$ cat src/hw/rtl/fifo_ready_queue_scheduler_core_assert.svh
// assertion macros of the scheduler rtl
`ifndef FIFO_READY_QUEUE_SCHEDULER_CORE_ASSERT_SVH
`define FIFO_READY_QUEUE_SCHEDULER_CORE_ASSERT_SVH

// same-cycle implication, disabled while in reset
`define FRQ_ASSERT_NOW(label, clk, rst_n, ante, cons) \
    label: assert property (@(posedge clk) disable iff (!rst_n) (ante) |-> (cons)) \
        else $error("frq assertion failed");

// next-cycle implication, disabled while in reset
`define FRQ_ASSERT_NEXT(label, clk, rst_n, ante, cons) \
    label: assert property (@(posedge clk) disable iff (!rst_n) (ante) |=> (cons)) \
        else $error("frq assertion failed");

`endif

$ cat src/hw/rtl/frq_pkg.sv
// types and constants of the ready queue scheduler
`timescale 1ns / 1ps

package frq_pkg;

    // fixed field widths of the channels
    localparam int FIELD_W  = 8;
    localparam int ACT_W    = 2;
    localparam int STATUS_W = 2;

    // action codes
    localparam logic [ACT_W-1:0] ACT_ENQUEUE    = 2'd0;
    localparam logic [ACT_W-1:0] ACT_YIELD      = 2'd1;
    localparam logic [ACT_W-1:0] ACT_TERM_OTHER = 2'd2;
    localparam logic [ACT_W-1:0] ACT_TERM_SELF  = 2'd3;

    // status codes
    localparam logic [STATUS_W-1:0] STATUS_OK   = 2'd0;
    localparam logic [STATUS_W-1:0] STATUS_FULL = 2'd1;
    localparam logic [STATUS_W-1:0] STATUS_IDLE = 2'd2;

    // command broadcast to every cell of the queue
    typedef struct packed {
        logic remove_en;  // drop the first matching entry, later cells move up
        logic match_any;  // every occupied entry matches (pop the head)
        logic load_en;    // write the tail cell
    } frq_cell_cmd_t;

endpackage

$ cat src/hw/rtl/frq_if.sv
// valid/ready channel interfaces of the scheduler
`timescale 1ns / 1ps

interface frq_item_if;
    import frq_pkg::*;
    logic                valid;
    logic                ready;
    logic [ACT_W-1:0]    action;
    logic [FIELD_W-1:0]  thread_id;
    logic [FIELD_W-1:0]  current_id;
    modport source (output valid, action, thread_id, current_id, input ready);
    modport sink   (input valid, action, thread_id, current_id, output ready);
endinterface

interface frq_result_if;
    import frq_pkg::*;
    logic                valid;
    logic                ready;
    logic                dispatch_valid;
    logic [FIELD_W-1:0]  next_thread;
    logic                was_removed;
    logic [STATUS_W-1:0] status;
    modport source (output valid, dispatch_valid, next_thread, was_removed, status,
                    input ready);
    modport sink   (input valid, dispatch_valid, next_thread, was_removed, status,
                    output ready);
endinterface

interface frq_cfg_if;
    import frq_pkg::*;
    logic               valid;
    logic               ready;
    logic [FIELD_W-1:0] data;
    modport source (output valid, data, input ready);
    modport sink   (input valid, data, output ready);
endinterface

$ cat src/hw/rtl/frq_cell.sv
// one queue cell: holds one entry, shifts up from its neighbour on removal
`timescale 1ns / 1ps

module frq_cell #(
    parameter int IDX   = 0,
    parameter int ID_W  = 8,
    parameter int CNT_W = 5
) (
    input  logic                  clk,
    input  logic                  step,
    input  frq_pkg::frq_cell_cmd_t cmd,
    input  logic [CNT_W-1:0]      count,
    input  logic [ID_W-1:0]       key,
    input  logic [ID_W-1:0]       load_data,
    input  logic [ID_W-1:0]       next_entry,
    input  logic                  found_in,
    output logic                  found_out,
    output logic [ID_W-1:0]       entry
);
    import frq_pkg::*;

    logic [ID_W-1:0] entry_reg;
    logic [ID_W-1:0] entry_next;
    logic            occupied;
    logic            match;
    logic            shift_up;

    // match on an occupied cell, carried to the cells behind it
    assign occupied  = (count > CNT_W'(IDX));
    assign match     = occupied && (cmd.match_any || (entry_reg == key));
    assign shift_up  = found_in || match;
    assign found_out = shift_up;

    // entry update: take the neighbour's entry at and after the removed one
    always_comb
    begin
        entry_next = entry_reg;
        if (cmd.remove_en && shift_up)
        begin
            entry_next = next_entry;
        end
        else if (cmd.load_en && (count == CNT_W'(IDX)))
        begin
            entry_next = load_data;
        end
    end

    always_ff @(posedge clk)
    begin
        if (step)
        begin
            entry_reg <= entry_next;
        end
    end

    assign entry = entry_reg;

endmodule

$ cat src/hw/rtl/frq_cell_chain.sv
// row of queue cells, head at cell zero
`timescale 1ns / 1ps

module frq_cell_chain #(
    parameter int DEPTH = 16,
    parameter int ID_W  = 8,
    parameter int CNT_W = 5
) (
    input  logic                   clk,
    input  logic                   step,
    input  frq_pkg::frq_cell_cmd_t cmd,
    input  logic [CNT_W-1:0]       count,
    input  logic [ID_W-1:0]        key,
    input  logic [ID_W-1:0]        load_data,
    output logic [ID_W-1:0]        head,
    output logic                   found
);
    import frq_pkg::*;

    logic [ID_W-1:0] ent [DEPTH];
    logic [DEPTH:0]  found_chain;

    assign found_chain[0] = 1'b0;

    // cells, each fed by the one behind it, the last one by itself
    for (genvar i = 0; i < DEPTH; i++)
    begin : g_cell
        logic [ID_W-1:0] behind;
        if (i == DEPTH - 1)
        begin : g_last
            assign behind = ent[i];
        end
        else
        begin : g_mid
            assign behind = ent[i+1];
        end

        frq_cell #(
            .IDX   (i),
            .ID_W  (ID_W),
            .CNT_W (CNT_W)
        ) u_cell (
            .clk        (clk),
            .step       (step),
            .cmd        (cmd),
            .count      (count),
            .key        (key),
            .load_data  (load_data),
            .next_entry (behind),
            .found_in   (found_chain[i]),
            .found_out  (found_chain[i+1]),
            .entry      (ent[i])
        );
    end

    assign head  = ent[0];
    assign found = found_chain[DEPTH];

endmodule

$ cat src/hw/rtl/fifo_ready_queue_scheduler_core.sv
// top level of the fifo ready queue thread scheduler
`timescale 1ns / 1ps

// FIFO ready-queue scheduler. The ready queue is a row of QUEUE_DEPTH cells with
// the head in cell zero; a removal moves every later entry one cell up in one
// queue update. One scheduling action is handled at a time. Enqueue, yield and
// terminate-other go through the input transfer (S_IDLE), then one queue update
// that also loads the result register (S_EXEC); terminate-self does its two
// removals (the running thread in S_EXEC, then the head in S_POP) in successive
// states. The input is ready again in the cycle after the result is written, so
// no new action is taken before the last one is through; a stalled result
// register holds the final step. idle_id is written through the cfg channel,
// which is always ready.
module fifo_ready_queue_scheduler_core #(
    parameter int QUEUE_DEPTH = 16,
    parameter int ID_BITS     = 8
) (
    input  logic   clk,
    input  logic   rst_n,
    frq_item_if.sink     item_in,
    frq_result_if.source result_out,
    frq_cfg_if.sink      cfg
);
    import frq_pkg::*;

`include "fifo_ready_queue_scheduler_core_assert.svh"

    localparam int CNT_W = $clog2(QUEUE_DEPTH + 1);

    localparam logic [1:0] S_IDLE = 2'd0;
    localparam logic [1:0] S_EXEC = 2'd1;
    localparam logic [1:0] S_POP  = 2'd2;

    logic [1:0]          state_reg, state_next;
    logic [ACT_W-1:0]    act_reg;
    logic [ID_BITS-1:0]  tid_reg;
    logic [ID_BITS-1:0]  cur_reg;
    logic [ID_BITS-1:0]  idle_reg;
    logic [CNT_W-1:0]    count_reg, count_next;
    logic [ID_BITS-1:0]  yid_reg;
    logic                yvalid_reg;
    logic                rm_hold_reg;
    logic                out_valid_reg, out_valid_next;
    logic                out_dv_reg;
    logic [ID_BITS-1:0]  out_nt_reg;
    logic                out_rm_reg;
    logic [STATUS_W-1:0] out_st_reg;

    frq_cell_cmd_t       cmd;
    logic [ID_BITS-1:0]  key;
    logic [ID_BITS-1:0]  head;
    logic                found;
    logic                out_free;
    logic                finish;
    logic                step;
    logic                self_first;
    logic                queue_empty;
    logic                res_dv;
    logic [ID_BITS-1:0]  res_nt;
    logic                res_rm;
    logic [STATUS_W-1:0] res_st;
    logic                take_yield;

    // handshakes
    assign item_in.ready = (state_reg == S_IDLE);
    assign cfg.ready     = 1'b1;
    assign out_free      = !out_valid_reg || result_out.ready;
    assign queue_empty   = (count_reg == '0);
    assign self_first    = (state_reg == S_EXEC) && (act_reg == ACT_TERM_SELF);
    assign finish        = out_free && (((state_reg == S_EXEC) && !self_first)
                                        || (state_reg == S_POP));
    assign step          = finish || self_first;

    // queue command and result of the current step
    always_comb
    begin
        cmd        = '0;
        key        = cur_reg;
        res_dv     = 1'b0;
        res_nt     = '0;
        res_rm     = 1'b0;
        res_st     = STATUS_OK;
        take_yield = 1'b0;
        if (state_reg == S_POP)
        begin
            cmd.remove_en = 1'b1;
            cmd.match_any = 1'b1;
            res_dv        = 1'b1;
            res_rm        = rm_hold_reg;
            if (!queue_empty)
            begin
                res_nt = head;
            end
            else if (yvalid_reg)
            begin
                res_nt = yid_reg;
            end
            else
            begin
                res_nt = idle_reg;
            end
        end
        else if (state_reg == S_EXEC)
        begin
            case (act_reg)
                ACT_ENQUEUE:
                begin
                    if (tid_reg == idle_reg)
                    begin
                        res_st = STATUS_IDLE;
                    end
                    else if (count_reg == CNT_W'(QUEUE_DEPTH))
                    begin
                        res_st = STATUS_FULL;
                    end
                    else
                    begin
                        cmd.load_en = 1'b1;
                    end
                end
                ACT_YIELD:
                begin
                    cmd.remove_en = 1'b1;
                    cmd.match_any = 1'b1;
                    take_yield    = 1'b1;
                    res_dv        = !queue_empty;
                    res_nt        = queue_empty ? cur_reg : head;
                end
                ACT_TERM_OTHER:
                begin
                    key = tid_reg;
                    if (tid_reg == idle_reg)
                    begin
                        res_st = STATUS_IDLE;
                    end
                    else
                    begin
                        cmd.remove_en = 1'b1;
                        res_rm        = found;
                    end
                end
                default:
                begin
                    cmd.remove_en = 1'b1;
                end
            endcase
        end
    end

    // queue occupancy
    always_comb
    begin
        count_next = count_reg;
        if (step && cmd.remove_en && found)
        begin
            count_next = count_reg - CNT_W'(1);
        end
        else if (step && cmd.load_en)
        begin
            count_next = count_reg + CNT_W'(1);
        end
    end

    // sequencer
    always_comb
    begin
        state_next = state_reg;
        case (state_reg)
            S_IDLE:
            begin
                if (item_in.valid)
                begin
                    state_next = S_EXEC;
                end
            end
            S_EXEC:
            begin
                if (self_first)
                begin
                    state_next = S_POP;
                end
                else if (out_free)
                begin
                    state_next = S_IDLE;
                end
            end
            S_POP:
            begin
                if (out_free)
                begin
                    state_next = S_IDLE;
                end
            end
            default:
            begin
                state_next = S_IDLE;
            end
        endcase
    end

    // result register valid
    always_comb
    begin
        out_valid_next = out_valid_reg;
        if (finish)
        begin
            out_valid_next = 1'b1;
        end
        else if (result_out.ready)
        begin
            out_valid_next = 1'b0;
        end
    end

    // control registers
    always_ff @(posedge clk or negedge rst_n)
    begin
        if (!rst_n)
        begin
            state_reg     <= S_IDLE;
            count_reg     <= '0;
            yid_reg       <= '0;
            yvalid_reg    <= 1'b0;
            idle_reg      <= '0;
            out_valid_reg <= 1'b0;
        end
        else
        begin
            state_reg     <= state_next;
            count_reg     <= count_next;
            out_valid_reg <= out_valid_next;
            if (cfg.valid)
            begin
                idle_reg <= ID_BITS'(cfg.data);
            end
            if (finish && take_yield)
            begin
                yid_reg    <= cur_reg;
                yvalid_reg <= 1'b1;
            end
        end
    end

    // captured item, held removal flag and result payload
    always_ff @(posedge clk)
    begin
        if (item_in.valid && item_in.ready)
        begin
            act_reg <= item_in.action;
            tid_reg <= ID_BITS'(item_in.thread_id);
            cur_reg <= ID_BITS'(item_in.current_id);
        end
        if (self_first)
        begin
            rm_hold_reg <= found;
        end
        if (finish)
        begin
            out_dv_reg <= res_dv;
            out_nt_reg <= res_nt;
            out_rm_reg <= res_rm;
            out_st_reg <= res_st;
        end
    end

    // ready queue
    frq_cell_chain #(
        .DEPTH (QUEUE_DEPTH),
        .ID_W  (ID_BITS),
        .CNT_W (CNT_W)
    ) u_chain (
        .clk       (clk),
        .step      (step),
        .cmd       (cmd),
        .count     (count_reg),
        .key       (key),
        .load_data (tid_reg),
        .head      (head),
        .found     (found)
    );

    assign result_out.valid          = out_valid_reg;
    assign result_out.dispatch_valid = out_dv_reg;
    assign result_out.next_thread    = FIELD_W'(out_nt_reg);
    assign result_out.was_removed    = out_rm_reg;
    assign result_out.status         = out_st_reg;

    // checks
    `FRQ_ASSERT_NOW(a_count_bound, clk, rst_n, 1'b1, count_reg <= CNT_W'(QUEUE_DEPTH))
    `FRQ_ASSERT_NEXT(a_accept_exec, clk, rst_n, item_in.valid && item_in.ready, state_reg == S_EXEC)
    `FRQ_ASSERT_NEXT(a_enq_grows, clk, rst_n, finish && cmd.load_en, count_reg == $past(count_reg) + CNT_W'(1))
    `FRQ_ASSERT_NEXT(a_self_dispatch, clk, rst_n, finish && (act_reg == ACT_TERM_SELF), out_dv_reg)

endmodule

$ cat src/flat_wrapper.sv
// flat-port wrapper written by rule: the top's interface ports become plain ports
module fifo_ready_queue_scheduler_core_flat import frq_pkg::*;
#(
    parameter int QUEUE_DEPTH = 16,
    parameter int ID_BITS     = 8
)
  (clk, rst_n, item_in_valid, item_in_action, item_in_thread_id, item_in_current_id, item_in_ready, result_out_valid, result_out_dispatch_valid, result_out_next_thread, result_out_was_removed, result_out_status, result_out_ready, cfg_valid, cfg_data, cfg_ready);
  frq_item_if item_in_i ();
  frq_result_if result_out_i ();
  frq_cfg_if cfg_i ();
  input  logic clk;
  input  logic rst_n;
  input wire logic [$bits(item_in_i.valid)-1:0] item_in_valid;
  input wire logic [$bits(item_in_i.action)-1:0] item_in_action;
  input wire logic [$bits(item_in_i.thread_id)-1:0] item_in_thread_id;
  input wire logic [$bits(item_in_i.current_id)-1:0] item_in_current_id;
  output wire logic [$bits(item_in_i.ready)-1:0] item_in_ready;
  output wire logic [$bits(result_out_i.valid)-1:0] result_out_valid;
  output wire logic [$bits(result_out_i.dispatch_valid)-1:0] result_out_dispatch_valid;
  output wire logic [$bits(result_out_i.next_thread)-1:0] result_out_next_thread;
  output wire logic [$bits(result_out_i.was_removed)-1:0] result_out_was_removed;
  output wire logic [$bits(result_out_i.status)-1:0] result_out_status;
  input wire logic [$bits(result_out_i.ready)-1:0] result_out_ready;
  input wire logic [$bits(cfg_i.valid)-1:0] cfg_valid;
  input wire logic [$bits(cfg_i.data)-1:0] cfg_data;
  output wire logic [$bits(cfg_i.ready)-1:0] cfg_ready;
  assign item_in_i.valid = item_in_valid;
  assign item_in_i.action = item_in_action;
  assign item_in_i.thread_id = item_in_thread_id;
  assign item_in_i.current_id = item_in_current_id;
  assign item_in_ready = item_in_i.ready;
  assign result_out_valid = result_out_i.valid;
  assign result_out_dispatch_valid = result_out_i.dispatch_valid;
  assign result_out_next_thread = result_out_i.next_thread;
  assign result_out_was_removed = result_out_i.was_removed;
  assign result_out_status = result_out_i.status;
  assign result_out_i.ready = result_out_ready;
  assign cfg_i.valid = cfg_valid;
  assign cfg_i.data = cfg_data;
  assign cfg_ready = cfg_i.ready;
  fifo_ready_queue_scheduler_core #(.QUEUE_DEPTH(QUEUE_DEPTH), .ID_BITS(ID_BITS)) u_core (.clk(clk), .rst_n(rst_n), .item_in(item_in_i), .result_out(result_out_i), .cfg(cfg_i));
endmodule
$ cat config.mk
export PLATFORM = sky130hd
export DESIGN_NAME = fifo_ready_queue_scheduler_core_flat
export DESIGN_NICKNAME = d
export VERILOG_FILES = /design/src/hw/rtl/frq_pkg.sv /design/src/hw/rtl/frq_if.sv /design/src/hw/rtl/frq_cell.sv /design/src/hw/rtl/frq_cell_chain.sv /design/src/hw/rtl/fifo_ready_queue_scheduler_core.sv /design/src/flat_wrapper.sv
export VERILOG_INCLUDE_DIRS = /design/src /design/src/hw/rtl
export SDC_FILE = /design/constraint.sdc
export NUM_CORES = 1
export LEC_CHECK = 0
export ABC_AREA = 1
export BUFFER_PORTS_ARGS = -buffer_cell sky130_fd_sc_hd__buf_2
export CAP_MARGIN = 25
export CORE_MARGIN = 2
export CORE_UTILIZATION = 50
export CTS_CLUSTER_SIZE = 24
export DETAILED_ROUTE_END_ITERATION = 7
export PLACE_DENSITY = 0.79
export SLEW_MARGIN = 0
export SYNTH_ARGS = -nofsm -noshare
export SYNTH_HDL_FRONTEND = slang
export SYNTH_SLANG_ARGS = --single-unit
$ cat constraint.sdc
create_clock -name clk -period 4.7 [get_ports clk]
set_clock_uncertainty 0.15 [all_clocks]
set_input_delay 0 -clock clk [delete_from_list [all_inputs] [get_ports clk]]
set_output_delay 0 -clock clk [all_outputs]
set_load 0.05 [all_outputs]
# == Word level (Yosys, flattened, before mapping) ==
# Index checks and enable logic that the tools add are counted.
# totals
ff_bits,184
output_inout_bits,15
elab_cells,287
# classes
addsub,2
n_lt_le_gt_ge,16
n_eq_ne,39
n_mux,68
n_bitwise,2
n_reduce_logical,130
# ops
operator,n
$mux W8,39
$eq A8 B8 Y1,17
$logic_and A1 B1 Y1,56
$eq A5 B4 Y1 const B,8
$gt A5 B4 Y1 const B,8
$logic_or A1 B1 Y1,34
$reduce_bool A2 Y1,17
$reduce_and A2 Y1,15
$eq A5 B3 Y1 const B,4
$gt A5 B3 Y1 const B,4
$mux W1,17
$mux W2,6
$eq A5 B2 Y1 const B,2
$gt A5 B1 Y1 const B,2
$gt A5 B2 Y1 const B,2
$mux W5,2
$eq A2 B2 Y1 const B,3
$pmux W2 S3,1
$add A5 B1 Y5 const B,1
$eq A5 B1 Y1 const B,1
$eq A5 B5 Y1 const B,1
$logic_not A5 Y1,1
$sub A5 B1 Y5 const B,1
$eq A2 B1 Y1 const B,2
9 further kinds,13

# == Longest topological paths before layout ==
# Gate-level depths: netlist (run 1).
# depth
depth_word,27
depth_mapped,26
ltp_nobuf,25

# == Cells and area by module ==
# A second synthesis (run 1) with hierarchy kept.
# unflattened
hier_cells,1549
hier_area_um2,12116.6
# modules_own_cells
mod,instances,cells_each,area_per_inst_um2,seq_area_each_um2
fifo_ready_queue_scheduler_core,1,311,2798.9,1556.5
frq_cell at u_core.u_chain.g_cell[8].u_cell,1,78,631.9,240.2
frq_cell at u_core.u_chain.g_cell[12].u_cell,1,77,629.4,240.2
frq_cell at u_core.u_chain.g_cell[7].u_cell,1,81,603.1,240.2
frq_cell at u_core.u_chain.g_cell[14].u_cell,1,79,596.8,240.2
frq_cell at u_core.u_chain.g_cell[4].u_cell,1,77,595.6,240.2
frq_cell at u_core.u_chain.g_cell[9].u_cell,1,77,586.8,240.2
frq_cell at u_core.u_chain.g_cell[2].u_cell,1,77,585.6,240.2
frq_cell at u_core.u_chain.g_cell[0].u_cell,1,77,584.3,240.2
frq_cell at u_core.u_chain.g_cell[10].u_cell,1,78,583.1,240.2
frq_cell at u_core.u_chain.g_cell[3].u_cell,1,77,583.1,240.2
frq_cell at u_core.u_chain.g_cell[6].u_cell,1,78,560.5,240.2
frq_cell at u_core.u_chain.g_cell[13].u_cell,1,77,559.3,240.2
frq_cell at u_core.u_chain.g_cell[5].u_cell,1,78,559.3,240.2
+4 rows,-,-,-,-

# == Worst setup path after synthesis (run 1) ==
# No wires, ideal clock.
# synth_timing
path_kind,register to register
from,register u_core.state_reg[1]
to,register u_core.u_chain.g_cell[13].u_cell.entry_reg[0] (enable)
arrival_time_ps,3083
required_ps,4166
setup_slack_ps,1083
stages_incl_launch_ff,18
n_path_buf,3
synth_period_minus_slack_ps,3617
cell_sequence,dfrtp_1 -> inv_2 -> nand2_2 -> nor2_4 -> buf_6 -> nand3_1 -> nand2_4 -> buf_2 -> xor2_1 -> o2111ai_1 -> o31ai_1 -> nand3b_1 -> nand4_4 -> nor2_4 -> nand2_1 -> nand2_2 -> buf_6 -> o21ai_0
# synth_between
elab_chain_cells,22
word_cells_on_any_way,72
cone_classes,eq/ne: 16; mux: 5; reduce/logical: 51
# synth_rtl
element,line_no,rtl
from (decl),fifo_ready_queue_scheduler_core.sv:34,"logic [1:0] state_reg, state_next;"
from (signal assigned),fifo_ready_queue_scheduler_core.sv:229,state_reg <= state_next;
$eq A2 B1 Y1,"fifo_ready_queue_scheduler_core.sv:69, fifo_ready_queue_scheduler_core.sv:70, fifo_ready_queue_scheduler_core.sv:103",
$mux W8,fifo_ready_queue_scheduler_core.sv:103,else if (state_reg == S_EXEC)
$mux W8,fifo_ready_queue_scheduler_core.sv:84,if (state_reg == S_POP)
$eq A8 B8 Y1,frq_cell.sv:30,assign match = occupied && (cmd.match_any || (entry_reg == key));
$logic_or A1 B1 Y1,frq_cell.sv:30,
$logic_and A1 B1 Y1,frq_cell.sv:30,
$logic_or A1 B1 Y1 (13 in a row),frq_cell.sv:31,assign shift_up = found_in || match;
$logic_and A1 B1 Y1,frq_cell.sv:38,if (cmd.remove_en && shift_up)
$reduce_bool A2 Y1 (no line),-,
$reduce_and A2 Y1 (no line) *,-,
to (signal assigned),frq_cell.sv:52,entry_reg <= entry_next;
to (decl),frq_cell.sv:22,logic [ID_W-1:0] entry_reg;
# Every way passes the cells marked *; elsewhere a longest branch is shown, timed or not.
# A chain may end at the register's enable or synchronous reset.

# == Final worst setup path (run 1) ==
# layout_timing
from,register u_core.state_reg[1]
to,register u_core.u_chain.g_cell[14].u_cell.entry_reg[5] (enable)
# layout_between
elab_chain_cells,23
word_cells_on_any_way,76
cone_classes,eq/ne: 17; mux: 5; reduce/logical: 54
# layout_rtl
element,line_no
$eq A2 B1 Y1,"fifo_ready_queue_scheduler_core.sv:69, fifo_ready_queue_scheduler_core.sv:70, fifo_ready_queue_scheduler_core.sv:103"
$mux W8,fifo_ready_queue_scheduler_core.sv:103
$mux W8,fifo_ready_queue_scheduler_core.sv:84
$eq A8 B8 Y1,frq_cell.sv:30
$logic_or A1 B1 Y1,frq_cell.sv:30
$logic_and A1 B1 Y1,frq_cell.sv:30
$logic_or A1 B1 Y1 (14 in a row),frq_cell.sv:31
$logic_and A1 B1 Y1,frq_cell.sv:38
$reduce_bool A2 Y1 (no line),-
$reduce_and A2 Y1 (no line) *,-
to (signal assigned),frq_cell.sv:52
to (decl),frq_cell.sv:22
# Marks and branches as above.

==> impl_metrics.yaml, run 1 <==
run_status:
  outcome: "finished, final reports clean"
pwr:
  seq_power_share: 0.377
  swShare: 0.416
  combPwrFrac: 0.384
  ir_worst_vdd_v: 0.000348
  switchingPower_mw: 2.57
  power_density_nw_per_um2: 494
  p_int_mw: 3.61
  p_clk_frac: 0.239
  p_leak_nw: 5.51
clock_tree:
  cts_resized: 0
  clock_path_buffers: 2
  clock-sinks: 184
  numCtsBuffers: 17
  tritoncts: "yes"
  clk_latency_ns: 0.46
  clk_pin_slew_worst_paths_ns: 0.09
  cts_root_buf: "clkbuf_16"
  h-tree-depth: 4
placed_design:
  dp_hpwl_mm: 22.9
  pre_cts_ws_ns: 0.458
  dp.cells: 1606
  port_buffers: 44
  gp_congestion: 1.01
  placedInstanceArea_um2: 11400
drt:
  first_iter_violations: 1377
  drt-vias-per-instance: 5.84
  firstDrtPassIters: 8
  routedWlPerCell_um: 19.9
  ant_nets: 0
  route.detailed.drc: 0
  dr_total_vias: 9864
  routed_wl_mm: 33.7
grt:
  grt_pass1_vias: 9519
  grt_max_degree: 32
  grt-ovfl-total: 0
  antenna_found_initial: 2
  grt_pass1_wl_mm: 51.6
  track_usage: 0.308
synth:
  ys_ff_latch: 184
  netlist.area_leader.share: 0.448
  synthArstFlopShare: 0.136
  synth_commonest_cells: "nand2_1, edfxtp_1, inv_1"
  postSynthCellCount: 1278
  synth_flop_cell: "edfxtp_1"
  synth_area_per_cell_um2: 8.33
  ys_warn_count: 0
  synth_area_leader_cell: "edfxtp_1"
  syn_nets: 1314
  synth_seq_area_share: 0.507
  yosys.cell_types.count: 49
  synth_area_leaders: "edfxtp_1, nand2_1, o21ai_0, dfrtp_1, inv_1"
  synth_edf_count: 159
  yosysMostFrequentCell: "nand2_1"
  netlist_area_um2: 10600
timing:
  finalCriticalPeriod_ns: 4.03
  rsz0062_at_grt: "false"
  fmax_mhz: 248
  slew_viol_final: 0
  setup_slack_ns: 0.669
  fin_tns_setup_ns: 0
  tightest_slew_ns: 0.970
  hold_viol_final: 0
  fin_crit_sh: 0.858
  setup_viol: 0
  max_slew_margin: 0.353
cells_and_area:
  multi_input_area_um2: 4370
  nNetsFinal: 1435
  drive_above_1_share: 0.130
  fill_cells: 1781
  area_growth_pct: 17.5
  final_util: 0.597
  largest_reg_flops: 128
  final_design_area_no_fill_um2: 12500
  fin_cells: 1688
  seq_area_um2: 5400
die:
  io_pins: 46
  die_w_um: 150
  core_area_um2: 21000
  fp.dieArea_um2: 22500
  chipHeight_um: 150
  fp-row-count: 53
  start_util: 0.508
worst_setup_path:
  crit_fanout: 17
  cp_data_required_time_ns: 4.77
  arrival_ns: 4.10
  path_class: "register to register"
  cp-end-kind: "register"
  startpoint_type: "register"
hold_path:
  min_path_type: "input pin to register"
flow_run:
  maxCapViolCount: 0
-- cell usage in the layout (no fill, tap or decap), types with 5 or more instances in the layout --
cell / netlist / layout
nand2_1: 379 / 379
edfxtp_1: 159 / 159
inv_1: 154 / 154
o21ai_0: 141 / 141
nor2_1: 80 / 80
buf_4: 5 / 63
a21oi_1: 50 / 50
nand3_1: 49 / 49
xor2_1: 47 / 47
dlygate4sd3_1: 0 / 47
buf_2: 14 / 44
dfrtp_1: 25 / 25
nand4_1: 22 / 22
nand2_2: 19 / 19
clkbuf_16: 0 / 17
nor3_1: 15 / 15
o22ai_1: 11 / 11
a221oi_1: 5 / 5
o21ai_1: 5 / 5
ha_1: 5 / 5
inv_6: 0 / 5
clkinv_8: 0 / 5
-- cells by family (layout without fill, tap and decap cells) --
logic type	Yosys count	after routing	share of synthesized area
AOI/OAI and AO/OA	238	238	0.124
xor gates and xnor gates	47	47	0.0387
adders and majority gates	5	5	0.00588
buffers and inverters	214	348	0.0824
DFF	184	184	0.507
other	1	2	0.000352
and+or+nand+nor	589	589	0.242
-- per-layer routing --
layer	wire [um]	GRT usage	share of wire	vias up
met5	13	0	0.00039	-
met3	4040	0.0784	0.12	131
met2	15600	0.485	0.46	669
li1	-	-	-	4486
met4	1430	0.149	0.042	2
met1	12600	0.398	0.37	4576
-- worst max-delay path: stages (launching register included) --
cell and delay [ns]:
dfrtp_1 0.47, nor2_8 0.18, nand3_4 0.14, buf_4 0.21, nand2_1 0.07, nand2_1 0.43
nand2_1 0.19, nand2_1 0.07, nand2_1 0.06, nor2_1 0.03, nand2_1 0.06, nand2_1 0.07
nand2_2 0.10, nand4_4 0.14, nor2_4 0.13, nand4_2 0.15, nor2_4 0.17, nand4_4 0.12
nor2_4 0.16, nand3_1 0.11, nand2_2 0.27, a21oi_1 0.11, buf_4 0.19
-- power groups by stage --
stage                     sequential (mW)  clock (mW)  combinational [mW]
after floorplan                      2.38           0                1.55
after global placement               2.35           0                2.18
after detailed placement             2.36           0                2.24
after CTS                            2.32        1.46                2.30
after global routing                 2.35        1.53                2.60
final                                2.33        1.48                2.37
-- per-stage QoR --
stage | power [mW] | hold WS, ns
floorplan | 3.93 | -0.446
global placement | 4.53 | -0.115
detailed placement | 4.60 | -0.106
CTS | 6.09 | 0.0891
global route | 6.48 | 0.107
finish | 6.18 | 0.0992
-- path summary, 6_finish.rpt --
check | start | slack (ns) | to | cells past startpoint
max reg2reg | u_core.state_reg[1] | 0.67 | u_core.u_chain.g_cell[14].u_cell.entry[5] | 22
min | item_in_thread_id[4] | 0.1 | u_core.tid_reg[4] | 2
max | u_core.state_reg[1] | 0.67 | u_core.u_chain.g_cell[14].u_cell.entry[5] | 22
min in group asynchronous | rst_n | 0.43 | u_core.idle_reg[2] | 4
min reg2reg | u_core.yid_reg[3] | 0.34 | u_core.yid_reg[3] | 2
max in group asynchronous | rst_n | 3.80 | u_core.count_reg[0] | 4
-- final cells by class --
type                    instances  area share
diodes                          1    0.000200
clock buffers                  17      0.0340
clock inverters                15      0.0139
inverters                     160      0.0480
multi-input cells             880       0.349
flip-flops and latches        184       0.432
well taps                     275      0.0275
repair buffers                156      0.0952
-- timing repair --
item / CTS / global route
hold buffers: 48 / 0
buffers inserted: 0 / 0
endpoints found under the hold margin: 72 / 0
Power figures use the tool's default switching activity.
==> run 2, diff against run 1 <==
==> constraint.sdc (replaced) <==
create_clock -name clk -period 4.15 [get_ports clk]
set_clock_uncertainty 0.15 [all_clocks]
set_input_delay 0 -clock clk [delete_from_list [all_inputs] [get_ports clk]]
set_output_delay 0 -clock clk [all_outputs]
set_load 0.05 [all_outputs]
==> impl_metrics.yaml, run 2 (synthesized netlist as in run 1, its figures left out) <==
timing:
  finalCriticalPeriod_ns: 3.88
  slew_viol_final: 0
  rsz0062_at_grt: "false"
  hold_viol_final: 0
  setup_viol: 0
  fmax_mhz: 258
  max_slew_margin: 0.299
  tightest_slew_ns: 1.05
  fin_tns_setup_ns: 0
  fin_crit_sh: 0.934
  setup_slack_ns: 0.273
clock_tree:
  cts_root_buf: "clkbuf_16"
  h-tree-depth: 4
  numCtsBuffers: 17
  clk_latency_ns: 0.44
  clock-sinks: 184
  clk_pin_slew_worst_paths_ns: 0.07
  tritoncts: "yes"
  clock_path_buffers: 2
  cts_setup_buffers: 0
die:
  start_util: 0.508
  chipHeight_um: 150
  core_area_um2: 21000
  fp.dieArea_um2: 22500
  fp-row-count: 53
  die_w_um: 150
  io_pins: 46
drt:
  routedWlPerCell_um: 19.9
  first_iter_violations: 1316
  firstDrtPassIters: 6
  dr_total_vias: 9772
  ant_nets: 0
  routed_wl_mm: 33.5
  route.detailed.drc: 0
  drt-vias-per-instance: 5.82
worst_setup_path:
  startpoint_type: "register"
  cp-end-kind: "register"
  crit_fanout: 17
  cp_cell_sequence: "buf_4, nand4_1, nand2_2, buf_4, xor2_1, nand2_1, nor3_1, nand3_1, nand2_1, nand2_1, nand4_2, nor2_4, nand4_4, nor2_4, nand3_1, nand2_2, a21oi_1, buf_4"
  slowest_delay_ns: 0.59
  arrival_ns: 3.88
  path_class: "register to register"
  slowest_stage: "edfxtp_1"
  cp_data_required_time_ns: 4.15
cells_and_area:
  area_growth_pct: 16.9
  final_cell_mix: "nand2_1, edfxtp_1, inv_1"
  antenna_cells: 0
  nNetsFinal: 1428
  drive_above_1_share: 0.125
  largest_reg_flops: 128
  layout.cells.most_common: "nand2_1"
placed_design:
  dp_hpwl_mm: 23.4
  gp_congestion: 1.01
  port_buffers: 44
  pre_cts_ws_ns: 0.304
grt:
  grt-ovfl-total: 0
  grt_pass1_wl_mm: 51.2
  antenna_found_initial: 2
  grt_max_degree: 31
  track_usage: 0.306
  grt_pass1_vias: 9350
run_status:
  outcome: "finished, final reports clean"
pwr:
  ir_worst_vdd_v: 0.000380
  power_density_nw_per_um2: 561
  p_leak_nw: 5.48
flow_run:
  maxCapViolCount: 0
hold_path:
  min_path_type: "input pin to register"
==> run 2: critical path, delay by kind of cell (launching register included) <==
family	cells	cell delay (ns)
compound gates	1	0.20
xor+xnor	1	0.17
buf+inv	3	0.79
flops	1	0.59
simple gates	13	1.68
==> run 2: path summary, 6_finish.rpt <==
check	start	endpoint	slack, ns	depth (start not counted)
hold reg to reg	u_core.yid_reg[1]	u_core.yid_reg[1]	0.35	2
min in group asynchronous	rst_n	u_core.yid_reg[1]	0.47	4
hold / removal	item_in_thread_id[1]	u_core.tid_reg[1]	0.12	2
setup / recovery	u_core.act_reg[1]	u_core.u_chain.g_cell[14].u_cell.entry[3]	0.27	18
setup reg to reg	u_core.act_reg[1]	u_core.u_chain.g_cell[14].u_cell.entry[3]	0.27	18
max in group asynchronous	rst_n	u_core.count_reg[0]	3.22	4
==> run 2: stage by stage <==
| step | power (mW) | cell area, um2 | utilization | hold WS (ns) | cells |
|---|---|---|---|---|---|
| 2_1_floorplan | 4.45 | 10600 | - | -0.446 | 1278 |
| 3_3_place_gp | 5.14 | 11400 | 0.542 | -0.122 | 1600 |
| 3_5_place_dp | 5.22 | 11400 | 0.542 | -0.116 | 1600 |
| 4_1_cts | 6.90 | 12400 | 0.594 | 0.107 | 1680 |
| 5_1_grt | 7.34 | 12400 | 0.594 | 0.119 | 1680 |
| 6_report | 6.99 | 12400 | 0.594 | 0.119 | 1680 |
==> run 2: final cells by class <==
type	count	area, um2
tap	275	344
sequential	184	5400
clock inverter	11	110
multi-input combinational	880	4370
timing repair buffer	149	1140
inverter	160	601
clock buffer	21	483
fill	1760	8510
==> run 2: timing repair <==
action	in CTS	in global routing
setup endpoints to repair	0	8
endpoints found under the hold margin	60	0
hold buffers	48	0
gates resized for setup	0	1
==> run 2: where the power goes <==
part | leakage, nW | total, mW | switching, mW | internal, mW
sequential | 1.76 | 2.65 | 0.198 | 2.46
clock | 0.295 | 1.65 | 0.743 | 0.910
combinational | 3.42 | 2.68 | 1.86 | 0.818
total | 5.48 | 6.99 | 2.80 | 4.18
==> run 2: metal layers <==
layer,track usage,part of all wire,wire length [um],vias to the layer above
met5,0,0.00081,27,-
met4,0.171,0.055,1840,4
met3,0.0704,0.11,3800,132
met2,0.477,0.45,15200,620
met1,0.394,0.38,12700,4547
li1,-,-,-,4469
